`src/rtl/dapid_pkg.sv`:
```
// Shared types, constants and fixed-point helpers for the dual-axis PID tilt controller.
// Used by every module in rtl/; depends on nothing else.
package dapid_pkg;

    localparam int DATA_WIDTH = 32;
    localparam int FRAC_BITS  = 16;
    localparam int PROD_WIDTH = 2 * DATA_WIDTH + 1;
    localparam int SUM_WIDTH  = DATA_WIDTH + 2;
    localparam int WIDE_WIDTH = DATA_WIDTH + 4;
    localparam int GAIN_WIDTH = 31;
    localparam int TIME_WIDTH = 16;
    localparam int ADDR_WIDTH = 5;
    localparam int APB_WIDTH  = 32;

    localparam logic signed [DATA_WIDTH-1:0] DATA_MAX = {1'b0, {(DATA_WIDTH-1){1'b1}}};
    localparam logic signed [DATA_WIDTH-1:0] DATA_MIN = {1'b1, {(DATA_WIDTH-1){1'b0}}};

    // Register indexes, taken from paddr[4:2].
    localparam logic [2:0] REG_GAIN_PROP   = 3'd0;
    localparam logic [2:0] REG_GAIN_INTEG  = 3'd1;
    localparam logic [2:0] REG_GAIN_DERIV  = 3'd2;
    localparam logic [2:0] REG_STEP_TIME   = 3'd3;
    localparam logic [2:0] REG_LOOP_RATE   = 3'd4;
    localparam logic [2:0] REG_INTEG_LIMIT = 3'd5;
    localparam logic [2:0] REG_OUT_LIMIT   = 3'd6;
    localparam logic [2:0] REG_ANGLE_SCALE = 3'd7;

    localparam logic [GAIN_WIDTH-1:0] RST_GAIN_PROP   = 31'd52429;
    localparam logic [GAIN_WIDTH-1:0] RST_GAIN_INTEG  = 31'd13107;
    localparam logic [GAIN_WIDTH-1:0] RST_GAIN_DERIV  = 31'd5898;
    localparam logic [TIME_WIDTH-1:0] RST_STEP_TIME   = 16'd66;
    localparam logic [TIME_WIDTH-1:0] RST_LOOP_RATE   = 16'd1000;
    localparam logic [GAIN_WIDTH-1:0] RST_INTEG_LIMIT = 31'd3276800;
    localparam logic [GAIN_WIDTH-1:0] RST_OUT_LIMIT   = 31'd5472256;
    localparam logic [GAIN_WIDTH-1:0] RST_ANGLE_SCALE = 31'd9811;

    typedef struct packed {
        logic [GAIN_WIDTH-1:0] gain_prop;
        logic [GAIN_WIDTH-1:0] gain_integ;
        logic [GAIN_WIDTH-1:0] gain_deriv;
        logic [TIME_WIDTH-1:0] step_time;
        logic [TIME_WIDTH-1:0] loop_rate;
        logic [GAIN_WIDTH-1:0] integ_limit;
        logic [GAIN_WIDTH-1:0] out_limit;
        logic [GAIN_WIDTH-1:0] angle_scale;
    } cfg_t;

    // Datapath operations, one per controller step.
    typedef enum logic [3:0] {
        DP_NOP,
        DP_LOAD,
        DP_INTEG,
        DP_DIFF,
        DP_PROP,
        DP_ACC,
        DP_DERIV,
        DP_SUM,
        DP_SCALE,
        DP_OUT
    } dp_op_t;

    typedef struct packed {
        dp_op_t op;
        logic   out_load;
    } dp_cmd_t;

    typedef enum logic [3:0] {
        ST_IDLE,
        ST_INTEG,
        ST_DIFF,
        ST_PROP,
        ST_ACC,
        ST_DERIV,
        ST_SUM,
        ST_SCALE,
        ST_OUT
    } ctrl_state_t;

    // Saturate a wide signed value to the data width.
    function automatic logic signed [DATA_WIDTH-1:0] sat_w(input logic signed [PROD_WIDTH-1:0] v);
        logic [PROD_WIDTH-DATA_WIDTH:0] top;
        top = v[PROD_WIDTH-1:DATA_WIDTH-1];
        if (top == '0 || top == '1)
            return v[DATA_WIDTH-1:0];
        else if (v[PROD_WIDTH-1])
            return DATA_MIN;
        else
            return DATA_MAX;
    endfunction

    // Clamp to +-lim; lim is below 2^31, so the result always fits the data width.
    function automatic logic signed [DATA_WIDTH-1:0] clamp_mag(
        input logic signed [WIDE_WIDTH-1:0] x,
        input logic        [GAIN_WIDTH-1:0] lim
    );
        logic signed [WIDE_WIDTH-1:0] pos;
        logic signed [WIDE_WIDTH-1:0] neg;
        pos = signed'({{(WIDE_WIDTH-GAIN_WIDTH){1'b0}}, lim});
        neg = -pos;
        if (x > pos)
            return pos[DATA_WIDTH-1:0];
        else if (x < neg)
            return neg[DATA_WIDTH-1:0];
        else
            return x[DATA_WIDTH-1:0];
    endfunction

endpackage

```
`src/rtl/dapid_regs.sv`:
```
// APB configuration register file for the PID tilt controller.
// Depends on dapid_pkg for the register indexes, reset values and cfg_t.
module dapid_regs
    import dapid_pkg::*;
(
    input  logic                  clk,
    input  logic                  rst_n,
    input  logic                  psel,
    input  logic                  penable,
    input  logic                  pwrite,
    input  logic [ADDR_WIDTH-1:0] paddr,
    input  logic [APB_WIDTH-1:0]  pwdata,
    output logic [APB_WIDTH-1:0]  prdata,
    output logic                  pready,
    output cfg_t                  cfg
);

    cfg_t       cfg_reg;
    logic       wr_en;
    logic [2:0] idx;

    assign wr_en  = psel && penable && pwrite;
    assign idx    = paddr[4:2];
    assign pready = 1'b1;
    assign cfg    = cfg_reg;

    always_ff @(posedge clk or negedge rst_n)
    begin
        if (!rst_n)
        begin
            cfg_reg.gain_prop   <= RST_GAIN_PROP;
            cfg_reg.gain_integ  <= RST_GAIN_INTEG;
            cfg_reg.gain_deriv  <= RST_GAIN_DERIV;
            cfg_reg.step_time   <= RST_STEP_TIME;
            cfg_reg.loop_rate   <= RST_LOOP_RATE;
            cfg_reg.integ_limit <= RST_INTEG_LIMIT;
            cfg_reg.out_limit   <= RST_OUT_LIMIT;
            cfg_reg.angle_scale <= RST_ANGLE_SCALE;
        end
        else if (wr_en)
        begin
            case (idx)
                REG_GAIN_PROP:   cfg_reg.gain_prop   <= pwdata[GAIN_WIDTH-1:0];
                REG_GAIN_INTEG:  cfg_reg.gain_integ  <= pwdata[GAIN_WIDTH-1:0];
                REG_GAIN_DERIV:  cfg_reg.gain_deriv  <= pwdata[GAIN_WIDTH-1:0];
                REG_STEP_TIME:   cfg_reg.step_time   <= pwdata[TIME_WIDTH-1:0];
                REG_LOOP_RATE:   cfg_reg.loop_rate   <= pwdata[TIME_WIDTH-1:0];
                REG_INTEG_LIMIT: cfg_reg.integ_limit <= pwdata[GAIN_WIDTH-1:0];
                REG_OUT_LIMIT:   cfg_reg.out_limit   <= pwdata[GAIN_WIDTH-1:0];
                REG_ANGLE_SCALE: cfg_reg.angle_scale <= pwdata[GAIN_WIDTH-1:0];
                default:         cfg_reg             <= cfg_reg;
            endcase
        end
    end

    always_comb
    begin
        case (idx)
            REG_GAIN_PROP:   prdata = {{(APB_WIDTH-GAIN_WIDTH){1'b0}}, cfg_reg.gain_prop};
            REG_GAIN_INTEG:  prdata = {{(APB_WIDTH-GAIN_WIDTH){1'b0}}, cfg_reg.gain_integ};
            REG_GAIN_DERIV:  prdata = {{(APB_WIDTH-GAIN_WIDTH){1'b0}}, cfg_reg.gain_deriv};
            REG_STEP_TIME:   prdata = {{(APB_WIDTH-TIME_WIDTH){1'b0}}, cfg_reg.step_time};
            REG_LOOP_RATE:   prdata = {{(APB_WIDTH-TIME_WIDTH){1'b0}}, cfg_reg.loop_rate};
            REG_INTEG_LIMIT: prdata = {{(APB_WIDTH-GAIN_WIDTH){1'b0}}, cfg_reg.integ_limit};
            REG_OUT_LIMIT:   prdata = {{(APB_WIDTH-GAIN_WIDTH){1'b0}}, cfg_reg.out_limit};
            REG_ANGLE_SCALE: prdata = {{(APB_WIDTH-GAIN_WIDTH){1'b0}}, cfg_reg.angle_scale};
            default:         prdata = '0;
        endcase
    end

endmodule

```
`config.mk`:
```
export PLATFORM = sky130hd
export DESIGN_NAME = dapid_regs
export DESIGN_NICKNAME = d
export VERILOG_FILES = /design/src/rtl/dapid_pkg.sv /design/src/rtl/dapid_regs.sv
export SDC_FILE = /design/constraint.sdc
export NUM_CORES = 1
export LEC_CHECK = 0
export BUFFER_PORTS_ARGS = -buffer_cell sky130_fd_sc_hd__buf_2
export CAP_MARGIN = 20
export CORE_MARGIN = 2
export CORE_UTILIZATION = 47
export DETAILED_ROUTE_END_ITERATION = 6
export PLACE_DENSITY = 0.76
export SETUP_SLACK_MARGIN = 0.2
export SYNTH_ARGS = -nofsm -noshare
export SYNTH_HDL_FRONTEND = slang
export SYNTH_SLANG_ARGS = --single-unit
```
`constraint.sdc`:
```
create_clock -name clk -period 1.9 [get_ports clk]
set_input_delay 0.475 -clock clk [delete_from_list [all_inputs] [get_ports clk]]
set_output_delay 0.475 -clock clk [all_outputs]
set_load 0.05 [all_outputs]
```
# Yosys cells after proc, flatten, opt, wreduce, memory -nomap -nowiden
# Index checks and enable logic that the tools add are counted.
dict set report totals {
  register_bits 218
  output_inout_bits 251
}
dict set report classes {
  n_eq_ne 7
  mux 1
  reduce_logical 11
}
# cell n
set ops {}
lappend ops {{one-hot mux 32 bit (8 select lines)} 1}
lappend ops {{AND reduction 2 bit} 8}
lappend ops {{== test 3 bit, second input constant} 4}
lappend ops {{== test 3 x 2 -> 1 bit, second input constant} 2}
lappend ops {{== test 3 x 1 -> 1 bit, second input constant} 1}
lappend ops {{logical NOT 3 bit} 1}
lappend ops {{logical AND 1 bit} 2}

# Logic depth before layout (Yosys ltp)
dict set report logic_depth {
  ltp_word 3
  ltp_mapped 6
  depth_no_buf 3
}

# Least setup slack after synthesis
# OpenSTA, ideal clock, no wires.
dict set report synth_path {
  path_kind {input -> output}
  from {input paddr[2]}
  to {output prdata[5]}
  arrival_ps 2116
  path_slack_ps -691
  path_stages 5
  n_path_buf 2
  path_cell_list {buf_4 > buf_2 > nor2b_1 > nand2_1 > a41oi_1}
}
dict set report synth_via {
  elab_chain_cells 2
  elab_cells_between_ends 9
  cone_classes {eq/ne (7); mux (1); reduce/logical (1)}
}
# item line
set synth_rtl {}
lappend synth_rtl {{from (decl)} dapid_regs.sv:11} ;# input logic [ADDR_WIDTH-1:0] paddr,
lappend synth_rtl {{== test 3 bit (tied with other cells)} dapid_regs.sv:58} ;# case (idx)
lappend synth_rtl {{one-hot mux 32 bit (8 select lines) (*)} dapid_regs.sv:58}
lappend synth_rtl {{to (decl)} dapid_regs.sv:13} ;# output logic [APB_WIDTH-1:0] prdata,
# Mark *: on every way between the ends. The rest lies on a longest branch, timed or not. The select of a mux whose other input is x is not followed.

# Worst setup path in the final report
dict set report layout_path {
  from {register cfg_reg (netlist bit cfg[84])}
  to {output prdata[22]}
}
dict set report layout_via {
  elab_chain_cells 1
}
# item line
set layout_rtl {}
lappend layout_rtl {{from (decl)} dapid_regs.sv:18} ;# cfg_t cfg_reg;
lappend layout_rtl {{from (signal assigned)} dapid_regs.sv:51} ;# default: cfg_reg <= cfg_reg;
lappend layout_rtl {{one-hot mux 32 bit (8 select lines)} dapid_regs.sv:58}
# Every way passes these cells. The select of a mux whose other input is x is not followed.

==> flow_summary.toml <==
[run_status]
run_status = "complete, but fails checks"
violations = "negative setup slack"

[synthesis]
yosys_warnings = 0
ys_top_cells_by_area = "dfrtp_1, mux2_2, dfstp_2, mux2i_1, buf_4"
synth_seq_cells = 218
synth_fp_nets = 747
synth_most_common_cell = "mux2_2"
synthAdderAreaFrac = 0
synth_edf_count = 0
yosys.area_share.simple = 0.02928
synthFlopType = "dfrtp_1"
async_flop_share = 1.000
yosysUniqueCellTypes = 36
synth_cells = 705
avgSynthCellArea_um2 = 14.24
synth_top_family_by_area = "multiplexers"
synth_xor_area_frac = 0
syn_area_mm2 = 0.01004
ys_seq_area_frac = 0.5490
synth_commonest_cells = "mux2_2, dfrtp_1, dfstp_2"
synth-compound-area-share = 0.07065
synth.area.mux_share = 0.3187
yosysTopAreaCell = "dfrtp_1"
synth_top_area_share = 0.4286

[hold_path]
min-delay-start = "pwdata[17]"
hold_path_depth = 2
holdPathEnd = "cfg[204]"
min_path_type = "primary input to register"

[layout]
final_layout_size_suffix_gt1_frac = 0.7726
postLayoutCoreUtil = 0.7772
largest_register_ffs = 218
final_area_mm2 = 0.01634
syn2layout_area_growth_pct = 62.68
nets = 1172

[worst_setup_path]
ff2ff_setup_slack_ps = 740
rr_endpoint = "cfg[99]"
end_kind = "output port"
crit_type = "register to output port"
worst_path_max_delay_cell = "dfrtp_1"
r2r_start = "cfg[99]"
path_cells = "mux2_2 > a22oi_1 > a21oi_4 > buf_6"
path_max_fanout = 3
cp.arrival_ps = 1790
max_stage_delay_ps = 420
crit_family = "flip-flops"
critical_path_required_ps = 1420
reg2regPathDepth = 5
cp-start-kind = "register"
path_buf_inv = 1

[run]
cap_violations = 0

[clocking]
cts_tree = "yes"
cts_buffers = 24
cts_max_path_buffers = 3
clkTransAtPathRegs_ps = 60
cts-root-buf = "clkbuf_16"
clock_latency_ps = 510
clock_sinks = 218
htree_levels = 1

[routing]
drt_iter0_markers = 365
drt_wl_total_um = 36250
drt_pass1_iterations = 4
dr_total_vias = 8172
antenna_left = 0
wire_per_inst_um = 25.44
drc_errors = 0
via_per_inst = 5.735

[global_routing]
grt_max_degree = 48
grt_pass1_vias = 8721
antenna_found_initial = 2
overflow = 0
track_usage = 0.3055
grt_pass1_wl_um = 52550

[power_and_ir_drop]
ir_drop_v = 0.0009687
p_leak_nw = 7.524
power_density_mw_per_mm2 = 1269

[floorplanning]
start_util = 0.4777
coreArea_mm2 = 0.02102
dieHeight_um = 150.2
ios = 293
rows = 53
die-area_mm2 = 0.02255
die_x_um = 150.2

[placed_design]
placed_area_mm2 = 0.01315
place.gp.congestion = 0.8444
numPortBuffers = 287
hpwl_um = 21670

[timing]
drv_slew = 0
finalWorstSetupSlack_ps = -367.4
rsz0062_at_grt = "yes"
finalSetupViolCount = 31
layout_worst_path_cycle_share = 1.193
whs_ps = 257.3
hold_viol_final = 0
finClkSkew_ps = 0
max_freq_mhz = 441.0
fin_crit_ps = 2267
-- cells by family (layout without fill, tap and decap cells) --
family,count (synthesis),in the layout
multiplexers,289,289
buffers and inverters,56,499
flip-flops,218,218
AO/OA/AOI/OAI,95,95
other,2,4
AND/OR/NAND/NOR,45,45
-- cell type report --
class / instances / area, um2
sequential: 218 / 5517
multi-input combinational: 431 / 5081
fill: 1145 / 4684
timing repair buffer: 451 / 4531
clock buffer: 32 / 671.9
tap: 275 / 344.1
clock inverter: 12 / 166.4
inverter: 4 / 21.27
antenna: 2 / 5.005
-- per-layer routing --
layer	wire length, um	global-route usage
met5	0	0
met4	1268	0.1104
met3	2716	0.07667
met2	18290	0.5142
met1	13980	0.3829
-- worst reg2reg max path, stage by stage, from the launching register on --
cell     delay [ps]
dfstp_2         370
buf_6           110
buf_6           120
buf_4           120
buf_4           120
mux2_2          250
-- timing repair --
| item | in CTS | in global routing |
|---|---|---|
| cloned | 3 | 0 |
| endpoints found under the setup margin | 94 | 139 |
| hold buffers | 1 | 0 |
| endpoints found under the hold margin | 38 | 0 |
| setup buffers | 43 | 30 |
| gates resized for setup | 361 | 136 |
| pin swaps | 43 | 24 |
-- worst max path at each step --
stage / end / slack (ps) / depth (start not counted) / from
2_1_floorplan: prdata[5] / -250 / 5 / paddr[3]
3_3_place_gp: prdata[3] / -530 / 6 / paddr[3]
3_5_place_dp: prdata[2] / -580 / 7 / paddr[3]
4_1_cts: prdata[27] / -350 / 5 / cfg[214]
5_1_grt: prdata[11] / -410 / 4 / cfg[73]
6_report: prdata[22] / -370 / 4 / cfg[84]
-- through the flow --
step	TNS [ps]	power, mW	instances	setup WS [ps]
6_report	-7836	20.73	1425	-367.4
4_1_cts	-7621	19.96	1393	-349.2
2_1_floorplan	-1847	11.78	705	-251.4
3_5_place_dp	-43880	13.63	1302	-580.5
5_1_grt	-9207	21.39	1425	-407.8
3_3_place_gp	-42050	13.51	1302	-528.8
-- report_power, final --
part	total [mW]	leakage, nW	switching, mW	internal [mW]
combinational	9.07	4.44	5.53	3.54
sequential	6.65	2.68	0.939	5.71
clock	5.01	0.413	1.98	3.03
total	20.7	7.52	8.45	12.3
-- layout by cell type, fill, tap and decap left out, types with 10 or more instances in the layout --
cell / synthesis / layout
a211oi_2: 0 / 13
a22oi_2: 0 / 14
buf_12: 0 / 37
buf_2: 17 / 116
buf_4: 21 / 91
buf_6: 1 / 86
buf_8: 0 / 72
clkbuf_16: 0 / 25
clkbuf_4: 0 / 42
dfrtp_1: 172 / 169
dfstp_2: 46 / 46
mux2_2: 238 / 225
mux2_4: 0 / 13
mux2i_1: 43 / 37
o22a_4: 0 / 10
o22ai_1: 15 / 13
No activity file was read; power rests on OpenSTA's default activity.
