**config.mk**
```make
export PLATFORM = sky130hd
export DESIGN_NAME = dapid_ctrl
export DESIGN_NICKNAME = d
export VERILOG_FILES = /design/src/rtl/dapid_pkg.sv /design/src/rtl/dapid_ctrl.sv
export SDC_FILE = /design/constraint.sdc
export NUM_CORES = 1
export LEC_CHECK = 0
export BUFFER_PORTS_ARGS = -buffer_cell sky130_fd_sc_hd__buf_2
export CORE_AREA = 2 2 39 41
export CTS_BUF_LIST = sky130_fd_sc_hd__clkbuf_4 sky130_fd_sc_hd__clkbuf_8
export DETAILED_ROUTE_END_ITERATION = 8
export DIE_AREA = 0 0 41 43
export PLACE_DENSITY_LB_ADDON = 0.1
export SKIP_LAST_GASP = 1
export SLEW_MARGIN = 5
export SYNTH_ARGS = -nofsm -noshare
export SYNTH_HDL_FRONTEND = slang
export SYNTH_SLANG_ARGS = --single-unit
```
**constraint.sdc**
```tcl
create_clock -name clk -period 1.37 [get_ports clk]
set_input_delay 0.274 -clock clk [delete_from_list [all_inputs] [get_ports clk]]
set_output_delay 0.274 -clock clk [all_outputs]
set_load 0.02 [all_outputs]
```
**src/rtl/dapid_pkg.sv**
```systemverilog
// Shared types, constants and fixed-point helpers for the dual-axis PID tilt controller.
// Used by every module in rtl/; depends on nothing else.
package dapid_pkg;

    localparam int DATA_WIDTH = 32;
    localparam int FRAC_BITS  = 16;
    localparam int PROD_WIDTH = 2 * DATA_WIDTH + 1;
    localparam int SUM_WIDTH  = DATA_WIDTH + 2;
    localparam int WIDE_WIDTH = DATA_WIDTH + 4;
    localparam int GAIN_WIDTH = 31;
    localparam int TIME_WIDTH = 16;
    localparam int ADDR_WIDTH = 5;
    localparam int APB_WIDTH  = 32;

    localparam logic signed [DATA_WIDTH-1:0] DATA_MAX = {1'b0, {(DATA_WIDTH-1){1'b1}}};
    localparam logic signed [DATA_WIDTH-1:0] DATA_MIN = {1'b1, {(DATA_WIDTH-1){1'b0}}};

    // Register indexes, taken from paddr[4:2].
    localparam logic [2:0] REG_GAIN_PROP   = 3'd0;
    localparam logic [2:0] REG_GAIN_INTEG  = 3'd1;
    localparam logic [2:0] REG_GAIN_DERIV  = 3'd2;
    localparam logic [2:0] REG_STEP_TIME   = 3'd3;
    localparam logic [2:0] REG_LOOP_RATE   = 3'd4;
    localparam logic [2:0] REG_INTEG_LIMIT = 3'd5;
    localparam logic [2:0] REG_OUT_LIMIT   = 3'd6;
    localparam logic [2:0] REG_ANGLE_SCALE = 3'd7;

    localparam logic [GAIN_WIDTH-1:0] RST_GAIN_PROP   = 31'd52429;
    localparam logic [GAIN_WIDTH-1:0] RST_GAIN_INTEG  = 31'd13107;
    localparam logic [GAIN_WIDTH-1:0] RST_GAIN_DERIV  = 31'd5898;
    localparam logic [TIME_WIDTH-1:0] RST_STEP_TIME   = 16'd66;
    localparam logic [TIME_WIDTH-1:0] RST_LOOP_RATE   = 16'd1000;
    localparam logic [GAIN_WIDTH-1:0] RST_INTEG_LIMIT = 31'd3276800;
    localparam logic [GAIN_WIDTH-1:0] RST_OUT_LIMIT   = 31'd5472256;
    localparam logic [GAIN_WIDTH-1:0] RST_ANGLE_SCALE = 31'd9811;

    typedef struct packed {
        logic [GAIN_WIDTH-1:0] gain_prop;
        logic [GAIN_WIDTH-1:0] gain_integ;
        logic [GAIN_WIDTH-1:0] gain_deriv;
        logic [TIME_WIDTH-1:0] step_time;
        logic [TIME_WIDTH-1:0] loop_rate;
        logic [GAIN_WIDTH-1:0] integ_limit;
        logic [GAIN_WIDTH-1:0] out_limit;
        logic [GAIN_WIDTH-1:0] angle_scale;
    } cfg_t;

    // Datapath operations, one per controller step.
    typedef enum logic [3:0] {
        DP_NOP,
        DP_LOAD,
        DP_INTEG,
        DP_DIFF,
        DP_PROP,
        DP_ACC,
        DP_DERIV,
        DP_SUM,
        DP_SCALE,
        DP_OUT
    } dp_op_t;

    typedef struct packed {
        dp_op_t op;
        logic   out_load;
    } dp_cmd_t;

    typedef enum logic [3:0] {
        ST_IDLE,
        ST_INTEG,
        ST_DIFF,
        ST_PROP,
        ST_ACC,
        ST_DERIV,
        ST_SUM,
        ST_SCALE,
        ST_OUT
    } ctrl_state_t;

    // Saturate a wide signed value to the data width.
    function automatic logic signed [DATA_WIDTH-1:0] sat_w(input logic signed [PROD_WIDTH-1:0] v);
        logic [PROD_WIDTH-DATA_WIDTH:0] top;
        top = v[PROD_WIDTH-1:DATA_WIDTH-1];
        if (top == '0 || top == '1)
            return v[DATA_WIDTH-1:0];
        else if (v[PROD_WIDTH-1])
            return DATA_MIN;
        else
            return DATA_MAX;
    endfunction

    // Clamp to +-lim; lim is below 2^31, so the result always fits the data width.
    function automatic logic signed [DATA_WIDTH-1:0] clamp_mag(
        input logic signed [WIDE_WIDTH-1:0] x,
        input logic        [GAIN_WIDTH-1:0] lim
    );
        logic signed [WIDE_WIDTH-1:0] pos;
        logic signed [WIDE_WIDTH-1:0] neg;
        pos = signed'({{(WIDE_WIDTH-GAIN_WIDTH){1'b0}}, lim});
        neg = -pos;
        if (x > pos)
            return pos[DATA_WIDTH-1:0];
        else if (x < neg)
            return neg[DATA_WIDTH-1:0];
        else
            return x[DATA_WIDTH-1:0];
    endfunction

endpackage

```
**src/rtl/dapid_ctrl.sv**
```systemverilog
// Sequencing state machine: steps both PID lanes through one sample and runs the handshakes.
// Depends on dapid_pkg for the state and command types.
module dapid_ctrl
    import dapid_pkg::*;
(
    input  logic    clk,
    input  logic    rst_n,
    input  logic    in_valid,
    output logic    in_ready,
    output logic    out_valid,
    input  logic    out_ready,
    output dp_cmd_t cmd
);

    ctrl_state_t state_reg, state_next;
    logic        out_valid_reg, out_valid_next;

    always_ff @(posedge clk or negedge rst_n)
    begin
        if (!rst_n)
        begin
            state_reg     <= ST_IDLE;
            out_valid_reg <= 1'b0;
        end
        else
        begin
            state_reg     <= state_next;
            out_valid_reg <= out_valid_next;
        end
    end

    always_comb
    begin
        state_next     = state_reg;
        out_valid_next = out_valid_reg && !out_ready;
        cmd.op         = DP_NOP;
        cmd.out_load   = 1'b0;
        in_ready       = 1'b0;
        case (state_reg)
            ST_IDLE:
            begin
                in_ready = 1'b1;
                if (in_valid)
                begin
                    cmd.op     = DP_LOAD;
                    state_next = ST_INTEG;
                end
            end
            ST_INTEG:
            begin
                cmd.op     = DP_INTEG;
                state_next = ST_DIFF;
            end
            ST_DIFF:
            begin
                cmd.op     = DP_DIFF;
                state_next = ST_PROP;
            end
            ST_PROP:
            begin
                cmd.op     = DP_PROP;
                state_next = ST_ACC;
            end
            ST_ACC:
            begin
                cmd.op     = DP_ACC;
                state_next = ST_DERIV;
            end
            ST_DERIV:
            begin
                cmd.op     = DP_DERIV;
                state_next = ST_SUM;
            end
            ST_SUM:
            begin
                cmd.op     = DP_SUM;
                state_next = ST_SCALE;
            end
            ST_SCALE:
            begin
                cmd.op     = DP_SCALE;
                state_next = ST_OUT;
            end
            ST_OUT:
            begin
                // The product holds here until the output register is free.
                if (!out_valid_reg || out_ready)
                begin
                    cmd.op         = DP_OUT;
                    cmd.out_load   = 1'b1;
                    out_valid_next = 1'b1;
                    state_next     = ST_IDLE;
                end
            end
            default:
            begin
                state_next = ST_IDLE;
            end
        endcase
    end

    assign out_valid = out_valid_reg;

endmodule

```
Word-level counts from Yosys, hierarchy flattened

Cells that the tools add are included.

Eq/ne operators: 10
Mux-type cells: 10
Reductions and logical operators: 6

Operator list:

| cell               | number |
|---|---|
| $pmux 4 s9         | 2 |
| $eq 4x3->1 const B | 4 |
| $eq 4x2->1 const B | 2 |
| $mux 4             | 2 |
| $mux 1             | 5 |
| $mux 5             | 1 |
| $eq 4x1->1 const B | 1 |
| $eq 4x4->1 const B | 1 |
| $logic_not 4->1    | 1 |
| $ne 2x2->1 const B | 2 |
| $logic_not 1->1    | 2 |
| $reduce_and 2->1   | 1 |
| $logic_and 1x1->1  | 1 |
| $logic_or 1x1->1   | 1 |

Register bits after elaboration: 5
Bits of input ports: 4
Output and inout port bits: 7
Logic and storage cells: 28

Depth between registers and ports, before layout

Gate-level depths: netlist (run 1).

Depth after elaboration: 4
Depth in mapped cells: 3
Depth with buffers taken out: 2

Worst setup path before layout (run 1)

OpenSTA, ideal clock, no wires.

Path type: register to output
Start: register state_reg[0]
End: output cmd[1] (netlist name)
Arrival: 1.396 ns
Data required time: 1.096 ns
Path slack: -0.300 ns
Stages on the path, launching flop included: 4
Path buffers: 1
Path through: dfrtp_1 buf_6 or4b_4 o32ai_1

RTL lines:

| item                   | line             | text |
|---|---|---|
| from (decl)            | dapid_ctrl.sv:15 | `ctrl_state_t state_reg, state_next;` |
| from (signal assigned) | dapid_ctrl.sv:27 | `state_reg <= state_next;` |
| to (decl)              | dapid_ctrl.sv:12 | `output dp_cmd_t cmd` |

==> impl_results.md, run 1 <==
- Met3 usage: 3.66%
- GRT met1 Usage: 12.5%
- Worst Skew: 0.00418 ns
- Post-Place Cells: between 50 and 60
- Max-slew violations: 0
- Crit-path max cell delay: ~0.6 ns
- CTS Buf Count: 3
- Routed WL: between 700 and 800 µm
- CP Launch Type: flip-flop
- Top cells by count, synth: dfrtp_1 (5), nor2_1 (3)
- Starting Density: 19.3%
- Tcrit/Tclk final: 129%
- # setup viols final: 6
- First-pass GRT wire length: 1.19 mm
- Switching share of power: 41.5%
- Worst R2R Start: state_reg[1]
- Async SR Flop Fraction: 100%
- CP max-delay cell: or4b_4
- Cells after synthesis: 27
- #FFs+latches synth: 5
- GRT busiest layer: met2
- Ports: 11
- Place WS: -0.177 ns
- Most frequent cell after synthesis: dfrtp_1
- Reg2Reg Depth: 3
- Post-route cell area: around 500 µm²
- FP Rows: 14
- Vias in the first global route: 285
- CTS Root Cell: clkbuf_4
- Syn Nets: 31
- Xor and xnor fraction of the mapped netlist area: approximately 3.3%
- Initial antenna violation count: 0
- Biggest area consumer among synthesized cells: dfrtp_1
- Synth Area in Simple Gates: 27.6%
- Top cells by area, synth: dfrtp_1 (47%), or4b_4 (5.1%), buf_6 (4.2%)
- Internal cell power: 772 µW
- Routed via count: approximately 270
- Worst hold path type: in -> reg
- Max-Cap Viols: 0
- Remaining antenna violation count: 0
- Max VDD drop: roughly 1.0 mV
- Final setup TNS: -1.70 ns
- Clk sinks: 5
- Via density: 4.40
- Clock buffer depth: 2
- Worst Setup End Kind: output pin
- Number of diodes: 0
- RR Endpoint: state_reg[3]
- Non-Filler Instances: 62
- Pwr Density: 2630 mW/mm²
- Die span in y: between 40 and 50 µm
- Main synth FF type: dfrtp_1
- CORE AREA: between 0.001 and 0.0015 mm²
- # nets final: around 50
- Die width: around 41 µm
- Adder-Cell Fraction of Synth Area: 0%
- Share of post-route cells with drive strength above 1: a little over three fifths
- Hold Path Sink: out_valid
- Largest family of logic cells by synthesized area: simple AND/OR/NAND/NOR gates
- Register area share after synthesis: about 47%
- CP arrival: ~1.5 ns
- Area Overhead vs Synth: 86.9%
- Netlist Area Pre-Place: 268 µm²
- Hold violation total from the final report: 0
- Die ar.: between 0.0015 and 0.002 mm²
- Run status: finished with violations
- WS Path Type: reg -> out
- Dpl cell area: 399 µm²
- Hold_sp: out_ready
- Buf/Inv on CP: 1
- Initial DRC Count: 3
- Final Critical Period: between 1.5 and 2 ns
- Worst-margin pin slew: ~0.58 ns
- Fillers: about 150
- Comb power frac: 69.2%
- Post-route core utilization: between 30% and 40%
- First drt pass iteration count: 4
- Global placer's final weighted congestion: around 0.67
- Clock slew at reported path FFs: 0.05 ns
- EDFF count, synth: 0
- Grt met2 use: ~15%
- WP data required: between 1 and 1.5 ns
- Fmax: ~560 MHz
- RSZ-0062 raised after global routing: yes
- Gr usage total: 10.1%
- I/O Buffers: 10
- DRC viols: 0
- Wire per inst: approximately 11 µm
- Grt total ovfl: 0
- DP HPWL: 567 µm
- Hold Path Depth: 3
- Clock Latency Late Sink: between 0.2 and 0.25 ns
- Syn Area/Cell: approximately 9.9 µm²
- Yosys warning count: 0
- R2R Setup Slk: approximately 0.050 ns
- Slew headroom: 61.1%
- Failing checks: negative setup slack
- Reg power frac: a little under a fifth
- H-tree depth: 1
- CTS tree: built
- Cell variety after synth: 17
- Delay-heaviest family, CP: simple AND/OR/NAND/NOR gates
- Setup ws final: -0.400 ns
- Post-synthesis mux area share: 0%
- LEAKAGE: roughly 0.00023 µW
- Crit path cell chain: or4b_4, o21ai_4, buf_6
- Post-synthesis compound-gate area fraction: between 10 and 15%
- Post-synth top area share: a little under half
- Clock Power Share: roughly an eighth
- Sw Pwr: approximately 550 µW
- Largest net degree at the start of global routing: 9
- Max FO, Critical Path: 4
- Max reg flops: 4
[worst reg2reg max path, cell delays in order, from the launching register on]
cell and delay, ns:
dfrtp_1 0.37, or4b_4 0.61, buf_4 0.17, o21ai_1 0.10
[power by group through the flow]
| stage | sequential, µW | clock, µW | combinational (µW) |
|---|---|---|---|
| final | 240 | 167 | 912 |
| after global routing | 245 | 190 | 985 |
| after CTS | 241 | 173 | 837 |
| after detailed placement | 243 | 0 | 709 |
| after global placement | 243 | 0 | 706 |
| after floorplan | 242 | 0 | 497 |
[routing by layer]
| metal | share of wire (%) | vias up |
|---|---|---|
| met5 | 0 | - |
| met2 | 52 | 9 |
| met4 | 0 | 0 |
| met3 | 7.0 | 0 |
| li1 | - | 135 |
| met1 | 41 | 129 |
[repair_timing]
item	CTS	global route
hold buffers	1	0
setup endpoints to repair	6	6
gates resized for setup	10	4
pin swaps	1	1
hold endpoints to repair	5	0
setup buffers	0	1
[layout by cell type, fill, tap and decap left out]
| master | Yosys | layout |
|---|---|---|
| buf_4 | 0 | 9 |
| dfrtp_1 | 5 | 5 |
| buf_2 | 2 | 4 |
| buf_6 | 1 | 4 |
| clkbuf_4 | 0 | 3 |
| nor2_1 | 3 | 2 |
| nor3_1 | 2 | 2 |
| nor4_4 | 0 | 1 |
| a21bo_2 | 1 | 1 |
| nand3b_1 | 1 | 1 |
| a21oi_2 | 0 | 1 |
| xnor2_2 | 0 | 1 |
| nor2b_1 | 1 | 1 |
| or4b_4 | 1 | 1 |
| nor2_4 | 0 | 1 |
| o32ai_4 | 0 | 1 |
| nand4b_1 | 1 | 1 |
| o21ai_4 | 0 | 1 |
| nand2b_1 | 1 | 1 |
| nand2_1 | 1 | 1 |
| o21ai_1 | 2 | 1 |
| a21oi_1 | 2 | 1 |
| clkinv_2 | 0 | 1 |
| dlygate4sd3_1 | 0 | 1 |
[kinds of logic (layout without fill, tap and decap cells)]
kind of cell | after synthesis | in the layout
DFF | 5 | 5
xor gates and xnor gates | 1 | 1
AOI/OAI and AO/OA | 6 | 6
buffers and inverters | 3 | 22
and+or+nand+nor | 12 | 12
[worst max path at each step]
| stage | from | depth (start not counted) | endpoint | slack (ns) |
|---|---|---|---|---|
| floorplan | state_reg[0] | 3 | cmd[4] | -0.19 |
| global placement | state_reg[0] | 3 | cmd[1] | -0.17 |
| detailed placement | state_reg[0] | 3 | cmd[4] | -0.18 |
| CTS | state_reg[1] | 3 | cmd[4] | -0.41 |
| global route | state_reg[1] | 3 | cmd[1] | -0.45 |
| finish | state_reg[1] | 3 | cmd[4] | -0.40 |
[metrics by stage]
stage	total power, µW	hold WS, ns
detailed placement	952	0.102
finish	1320	0.308
global route	1420	0.326
CTS	1250	0.304
floorplan	739	-0.0216
global placement	949	0.102
[final cells by class]
class / count / area (µm²) / share of cell area (%)
Clock buffer: 3 / 22.5 / 4.50
Timing Repair Buffer: 18 / 143 / 28.5
Clock inverter: 1 / 5.00 / 1.00
Multi-Input combinational cell: 19 / 185 / 37.0
Tap cell: 16 / 20.0 / 4.00
Sequential cell: 5 / 125 / 25.0
Note: power is estimated with default switching activity, not from simulation.
==> run 2: changes to the inputs <==
==> constraint.sdc (replaced) <==
create_clock -name clk -period 1.7 [get_ports clk]
set_input_delay 0.34 -clock clk [delete_from_list [all_inputs] [get_ports clk]]
set_output_delay 0.34 -clock clk [all_outputs]
set_load 0.02 [all_outputs]
==> impl_results.md, run 2 (synthesized netlist as in run 1, its figures left out) <==
- Total power: roughly 880 µW
- Largest net degree at the start of global routing: 9
- # nets final: just under 50
- Max-Cap Viols: 0
- WS Path Type: reg -> out
- Reg2Reg Depth: 3
- Worst Setup End Kind: output pin
- Routed WL: 620 µm
- Remaining antenna violation count: 0
- Worst Skew: about 0.0011 ns
- I/O Buffers: 10
- Ports: 11
- Via density: about 4.4
- Grt total ovfl: 0
- DRC viols: 0
- Vias in the first global route: around 230
- CTS tree: built
- Setup ws final: -0.126 ns
- Global placer's final weighted congestion: roughly 0.67
- Clk sinks: 5
- Die span in y: between 40 and 50 µm
- Starting Density: 19.3%
- Most frequent cells in the layout: buf_2 (7), buf_4 (7), dfrtp_1 (5)
- Clock Latency Late Sink: roughly 0.25 ns
- CP arrival: 1.49 ns
- Post-route core utilization: 30.1%
- DP HPWL: a little under 500 µm
- CP Launch Type: flip-flop
- Worst hold path type: in -> reg
- Final Critical Period: approximately 1.8 ns
- H-tree depth: 1
- Pwr Density: around 2100 mW/mm²
- Hold Path Depth: 3
- WP data required: 1.36 ns
- Die width: 41 µm
- First-pass GRT wire length: around 960 µm
- Hold violation total from the final report: 0
- Run status: finished with violations
- LEAKAGE: about 0.0002 µW
- Slew headroom: approximately four fifths
- CTS Root Cell: clkbuf_4
- Die ar.: ~0.0018 mm²
- Worst-margin pin slew: 0.292 ns
- Routed via count: between 200 and 300
- First drt pass iteration count: 2
- Initial DRC Count: 2
- Clock slew at reported path FFs: approximately 0.04 ns
- Minimum hold slack: between 0.3 and 0.4 ns
- Wire per inst: ~10 µm
- RSZ-0062 raised after global routing: yes
- Max-slew violations: 0
- Max VDD drop: 0.580 mV
- Max reg flops: 4
- Number of diodes: 0
- Gr usage total: under 10%
- Share of post-route cells with drive strength above 1: a little over half
- CORE AREA: approximately 0.0014 mm²
- Failing checks: negative setup slack
- Fmax: ~550 MHz
- Initial antenna violation count: 0
- Max FO, Critical Path: 4
- Tcrit/Tclk final: 107%
- FP Rows: 14
- Area Overhead vs Synth: 55.6%
- # setup viols final: 3
- CTS Buf Count: 3
- Clock buffer depth: 2
run 2: cell count changes in the layout (fill, tap and decap cells not counted), sizes merged:
| cell | previous run | this run |
|---|---|---|
| buf | 17 | 15 |
| clkbuf | 3 | 4 |
| clkinv | 1 | 0 |
run 2: layout make-up:
cell class | count | area (µm²)
clock buffers | 4 | 30.0
multi-input cells | 19 | 133
repair buffers | 16 | 109
fillers | 158 | 967
well taps | 16 | 20.0
flip-flops and latches | 5 | 125
run 2: power breakdown:
group	internal, µW	switching, µW
logic	239	291
registers	168	25.3
clock network	105	52.0
run 2: routing by layer:
layer	routed length (µm)	global-route usage, %
met4	25	8.00
met3	47	7.85
met1	258	10.5
met2	288	10.3
met5	0	0
run 2: path summary, 6_finish.rpt:
path / startpoint / slack (ns) / end
max: state_reg[1] / -0.13 / cmd[1]
min: out_ready / 0.38 / out_valid
max reg2reg: state_reg[1] / 0.40 / state_reg[3]
min reg2reg: out_valid / 0.52 / out_valid
max in group asynchronous: rst_n / 1.13 / out_valid
min in group asynchronous: rst_n / 0.43 / state_reg[2]
run 2: through the flow:
stage / setup WS [ns] / TNS [ns] / cell area, µm² / cells
4_1_cts: -0.133 / -0.366 / 417 / 60
3_5_place_dp: 0.0925 / 0 / 358 / 54
5_1_grt: -0.176 / -0.504 / 417 / 60
2_1_floorplan: 0.00556 / 0 / 279 / 27
3_3_place_gp: 0.0845 / 0 / 358 / 54
6_report: -0.126 / -0.352 / 417 / 60
run 2: worst max-delay path: stages, from the launching register on:
cell and delay (ns):
dfrtp_1 0.37, or4b_4 0.58, o32ai_2 0.11, buf_4 0.18
run 2: repair_timing:
item                       in CTS  in global routing
buffers inserted                1                  0
resized for setup               4                  0
hold buffers                    1                  0
pin swaps                       3                  0
setup endpoints to repair       3                  3
hold endpoints to repair        5                  0
